File: src/design/segint_pkg.sv
`default_nettype none

package segint_pkg;

   // width of every coordinate port
   localparam int FIELD_BITS = 16;

   // default coordinate width taken from each port
   localparam int COORD_BITS_DEFAULT = 16;

   // outcome codes
   typedef enum logic [1:0] {
      OUT_CROSS    = 2'd0,
      OUT_MISS     = 2'd1,
      OUT_POINT    = 2'd2,
      OUT_PARALLEL = 2'd3
   } outcome_type;

   // control that travels with each word down the pipeline
   typedef struct packed {
      logic valid;
      logic point;
   } stage_ctl_type;

endpackage

`default_nettype wire

File: src/design/segint_diff.sv
`default_nettype none

module segint_diff
   import segint_pkg::*;
#(
   parameter int COORD_BITS = COORD_BITS_DEFAULT
) (
   input  wire logic                         clock,
   input  wire logic                         reset,
   input  wire logic                         in_valid,
   input  wire logic signed [FIELD_BITS-1:0] seg1_start_x,
   input  wire logic signed [FIELD_BITS-1:0] seg1_start_y,
   input  wire logic signed [FIELD_BITS-1:0] seg1_end_x,
   input  wire logic signed [FIELD_BITS-1:0] seg1_end_y,
   input  wire logic signed [FIELD_BITS-1:0] seg2_start_x,
   input  wire logic signed [FIELD_BITS-1:0] seg2_start_y,
   input  wire logic signed [FIELD_BITS-1:0] seg2_end_x,
   input  wire logic signed [FIELD_BITS-1:0] seg2_end_y,
   output logic                              out_valid,
   output logic signed [COORD_BITS:0]        rx,
   output logic signed [COORD_BITS:0]        ry,
   output logic signed [COORD_BITS:0]        sx,
   output logic signed [COORD_BITS:0]        sy,
   output logic signed [COORD_BITS:0]        wx,
   output logic signed [COORD_BITS:0]        wy
);

   localparam int TAKE = (COORD_BITS < FIELD_BITS) ? COORD_BITS : FIELD_BITS;

   logic                     valid_ff;
   logic signed [COORD_BITS:0] rx_ff, ry_ff, sx_ff, sy_ff, wx_ff, wy_ff;
   logic signed [COORD_BITS:0] rx_in, ry_in, sx_in, sy_in, wx_in, wy_in;
   logic signed [COORD_BITS:0] px, py, ex, ey, qx, qy, fx, fy;

   // low coordinate bits as two's complement, one guard bit for the difference
   function automatic logic signed [COORD_BITS:0] widen(input logic [FIELD_BITS-1:0] raw);
      logic [COORD_BITS-1:0] v;
      v = COORD_BITS'(raw[TAKE-1:0]);
      return {v[COORD_BITS-1], v};
   endfunction

   assign px = widen(seg1_start_x);
   assign py = widen(seg1_start_y);
   assign ex = widen(seg1_end_x);
   assign ey = widen(seg1_end_y);
   assign qx = widen(seg2_start_x);
   assign qy = widen(seg2_start_y);
   assign fx = widen(seg2_end_x);
   assign fy = widen(seg2_end_y);

   // direction vectors and start offset
   always_comb begin
      rx_in = ex - px;
      ry_in = ey - py;
      sx_in = fx - qx;
      sy_in = fy - qy;
      wx_in = qx - px;
      wy_in = qy - py;
   end

   always_ff @(posedge clock) begin
      if (reset) begin
         valid_ff <= 1'b0;
      end else begin
         valid_ff <= in_valid;
      end
   end

   always_ff @(posedge clock) begin
      rx_ff <= rx_in;
      ry_ff <= ry_in;
      sx_ff <= sx_in;
      sy_ff <= sy_in;
      wx_ff <= wx_in;
      wy_ff <= wy_in;
   end

   assign out_valid = valid_ff;
   assign rx        = rx_ff;
   assign ry        = ry_ff;
   assign sx        = sx_ff;
   assign sy        = sy_ff;
   assign wx        = wx_ff;
   assign wy        = wy_ff;

endmodule

`default_nettype wire

File: config.mk
export PLATFORM = sky130hd
export DESIGN_NAME = segint_diff
export DESIGN_NICKNAME = d
export VERILOG_FILES = /design/src/design/segint_pkg.sv /design/src/design/segint_diff.sv
export SDC_FILE = /design/constraint.sdc
export NUM_CORES = 1
export LEC_CHECK = 0
export BUFFER_PORTS_ARGS = -buffer_cell sky130_fd_sc_hd__buf_2
export CORE_MARGIN = 3
export CORE_UTILIZATION = 35
export CTS_CLUSTER_SIZE = 40
export DETAILED_ROUTE_END_ITERATION = 8
export PLACE_DENSITY = 0.61
export SLEW_MARGIN = 20
export SYNTH_ARGS = -nofsm -noshare
export SYNTH_HDL_FRONTEND = slang
export SYNTH_SLANG_ARGS = --single-unit
File: constraint.sdc
create_clock -name clock -period 3.2 [get_ports clock]
set_input_delay 0.32 -clock clock [delete_from_list [all_inputs] [get_ports clock]]
set_output_delay 0.32 -clock clock [all_outputs]
set_load 0.005 [all_outputs]
; ---- Word level (Yosys, flattened, before mapping)
; Cells that the tools add are included.
[word_totals]
reg_bits = 103
out_inout_bits = 103
[classes]
n_addsub = 6
[ops]
columns = operator, n
row1 = $sub 16x16->17, 6

; ---- Logic depth before layout (Yosys ltp)
[logic_depth]
depth_word = 1
depth_mapped = 10
depth_no_buf = 9

; ---- Least setup slack after synthesis
; No wires, ideal clock.
[synth_path]
path_type = input-to-reg
from = input seg2_end_y[0]
to = register sy_ff[16] (netlist: sy[16])
setup_time_ps = 127
arrival_ps = 1982
required_ps = 3073
setup_slack_ps = 1092
stages = 9
path_buffers = 0
cell_sequence = inv_1 ha_1 fa_1 or2b_2 a21oi_1 o311a_4 a221oi_4 o2111ai_1 o21ai_0
[synth_via]
elab_chain_len = 1
[synth_rtl]
columns = item, line_no
row1 = from (decl), segint_diff.sv:18  ; input wire logic signed [FIELD_BITS-1:0] seg2_end_y,
row2 = $sub 16x16->17, segint_diff.sv:56  ; sy_in = fy - qy;
row3 = named net sy_in[16], segint_diff.sv:32  ; logic signed [COORD_BITS:0] rx_in, ry_in, sx_in, sy_in, wx_in, wy_in;
row4 = to (signal assigned), segint_diff.sv:73  ; sy_ff <= sy_in;
row5 = to (decl), segint_diff.sv:31  ; logic signed [COORD_BITS:0] rx_ff, ry_ff, sx_ff, sy_ff, wx_ff, wy_ff;
; The timed path passes the listed nets, and every way through them passes these cells.
; A chain may end at the register's enable or synchronous reset.

; ---- Final worst setup path
[layout_path]
from = input seg1_start_x[0]
to = register rx_ff[10] (netlist: rx[10])
[layout_via]
elab_chain_len = 1
[layout_rtl]
columns = item, line_no
row1 = from (decl), segint_diff.sv:11  ; input wire logic signed [FIELD_BITS-1:0] seg1_start_x,
row2 = $sub 16x16->17, segint_diff.sv:53  ; rx_in = ex - px;
row3 = named net rx_in[10], segint_diff.sv:32
row4 = to (signal assigned), segint_diff.sv:70  ; rx_ff <= rx_in;
row5 = to (decl), segint_diff.sv:31
; The timed path passes the listed nets, and every way through them passes these cells.

==> results by group <==
Status
  • Status: complete, no violations

Timing
  • Slew margin rel.: 0.6652
  • Hold Vio Cnt, Final: 0
  • WHS: 0.1224 ns
  • Final TNS setup: 0 ns
  • Fmax: about 0.48 GHz
  • RSZ-0062 raised after global routing: false
  • Slew @ Worst Pin: 0.5022 ns
  • Final setup vio count: 0
  • Post-layout min period: between 2 and 2.5 ns
  • Final Worst Setup Slack: around 1.1 ns
  • Final Max Slew Viols: 0
  • Final worst-path cycle share: 0.6575

Clock network
  • Clk slew on worst S/H paths: 0.08 ns
  • Post-CTS setup buffers: 0
  • Post-CTS resize count: 0
  • Inserted Clock Buffers: 9
  • Clock buffer depth: 2
  • H-tree Lvls: 3
  • Hold-fix buffers at CTS: 0
  • Root buffer cell: clkbuf_16
  • TritonCTS clock tree: built
  • Sink Count: 103

Worst setup path
  • Setup Crit Path Kind: input port to flip-flop
  • CP max FO: 6
  • Slowest CP cell: a21oi_1
  • Worst Setup SP: seg1_start_x[0]
  • CP endpoint kind: flip-flop
  • Top delay family on crit path: compound AO/OA/AOI/OAI gates
  • Slowest cell delay on critical path: approximately 0.43 ns
  • Arrival @ worst endpoint: 2.37 ns
  • Worst Path Required: 3.46 ns
  • Crit path buf inv count: 1
  • Critical-path cell list: buf_2 > ha_1 > fa_1 > nor2b_1 > o21a_1 > o21ai_0 > a21oi_1 > mux2_2 > o2111ai_1
  • Crit path launch type: input port

Cells and area
  • Commonest non-fill, non-tap cell in the layout: buf_2
  • Fin nets: 1279
  • Synth-to-Final Area Change: 25.26%
  • Seq. cell area: ~2100 sq um
  • Share of cells above drive strength 1: 0.2569
  • Non-filler instance count after layout: between 1000 and 1500
  • Most frequent cells in the layout: buf_2, dfxtp_1, inv_1
  • Layout fillers: 1983
  • Multi-input logic area: 4517 sq um
  • # diodes: 0

Yosys
  • Post-synth net total: 1045
  • Syn Inst Count: a little over 800
  • Syn_area_per_cell: 8.624 sq um
  • Yosys cell types: 68
  • Ys Warns: 0
  • Fraction of registers with async set/reset: 0
  • Number of synthesized flops with an enable pin: 0
  • Mapped cell area: 7003 sq um
  • Flops & latches, synth: around 100
  • Top FF cell, synth: dfxtp_1
  • Post-synthesis sequential area ratio: 0.2944

Die
  • # IOs: 234
  • Cell row count: just over 50
  • Area of the core: 19590 sq um
  • Initial core utilization: 0.3575
  • Die Ht: around 150 um
  • Die area: between 20000 and 25000 sq um
  • Die Span X: 147.5 um

Routing
  • Routed WL: 19.59 mm
  • Number of remaining DRC errors: 0
  • DR iter-0 viols: 265
  • Final ANT Viol Nets: 0
  • Drt first pass iters: 4
  • Routed vias: between 6000 and 7000
  • Routed WL per cell: 14.88 um
  • Number of vias per cell: 4.928

Run
  • Max_cap viols: 0

Global route
  • Vias in the first global route: 6356
  • Initial antenna violation count: 4
  • GRT Overall Usage: 0.1751
  • Total grt overflow: 0
  • Largest net degree at the start of global routing: 20
  • First-pass GRT wire length: 30.96 mm

Pwr
  • Power Density: around 480 nW/um^2
  • VDD IR max: between 0.2 and 0.25 mV
  • Leakage: between 4 and 5 nW

Placement
  • Pre-CTS WS: around 0.73 ns
  • Inst Count DP: 1300
  • DP HPWL: 16.42 mm
  • Port buffer count: 233
  • Final GP Congestion: roughly 0.9

Min path
  • Hold Crit Class: input port to flip-flop
  • HP Start: reset
## flip-flops by register name, indices dropped and copies added (netlist names)
name / count
rx: 17
out_valid: 1
sx: 17
wy: 17
ry: 17
sy: 17
wx: 17
## layer usage
metal  up-vias  track usage  share of wire
met5         -            0         0.0018
met4         8      0.04986          0.018
met3        31      0.05365          0.094
met2       239       0.3018           0.47
met1      2884       0.2118           0.42
li1       3323            -              -
## cell families after synthesis
family	share of synthesized area
muxes	0.003037
and+or+nand+nor	0.1322
adders and majority gates	0.1887
AOI/OAI and AO/OA	0.2348
xor gates and xnor gates	0.08630
buffers and inverters	0.06057
DFF	0.2944
## final cells by class
class,instances,area share
Tap cell,265,0.03780
Inverter,102,0.04365
Clock buffer,9,0.02567
Sequential cell,103,0.2351
Timing Repair Buffer,233,0.1329
Clock inverter,7,0.009984
Multi-Input combinational cell,597,0.5149
## stage by stage
| stage | instance area (sq um) | power [mW] | util |
|---|---|---|---|
| 3_5_place_dp | 8459 | 3.085 | 0.4318 |
| 4_1_cts | 8772 | 4.296 | 0.4478 |
| 6_report | 8772 | 4.231 | 0.4478 |
| 2_1_floorplan | 7003 | 2.521 | - |
| 3_3_place_gp | 8459 | 3.081 | 0.4318 |
| 5_1_grt | 8772 | 4.531 | 0.4478 |
## power by group
part           switching (mW)  internal (mW)
Sequential             0.0685           1.55
Clock                   0.553          0.626
Combinational           0.751          0.680
Total                    1.37           2.86
## final timing paths
| check | end | slack [ns] | cells after the start |
|---|---|---|---|
| worst max-delay path | rx[10] | 1.10 | 9 |
| worst min-delay path | out_valid | 0.12 | 2 |
## cells in the mapped netlist, types with 13 or more instances
master	instances	area (sq um)
a21o_1	24	180.2
a21oi_1	66	330.3
dfxtp_1	103	2062
ha_1	96	1201
inv_1	101	379.1
nand2_1	41	153.9
nor2_1	58	217.7
nor2b_1	16	100.1
nor3_1	13	65.06
o21a_1	21	157.7
o21ai_0	33	165.2
xnor2_1	50	437.9
xor2_1	19	166.4
Power figures use the tool's default switching activity.
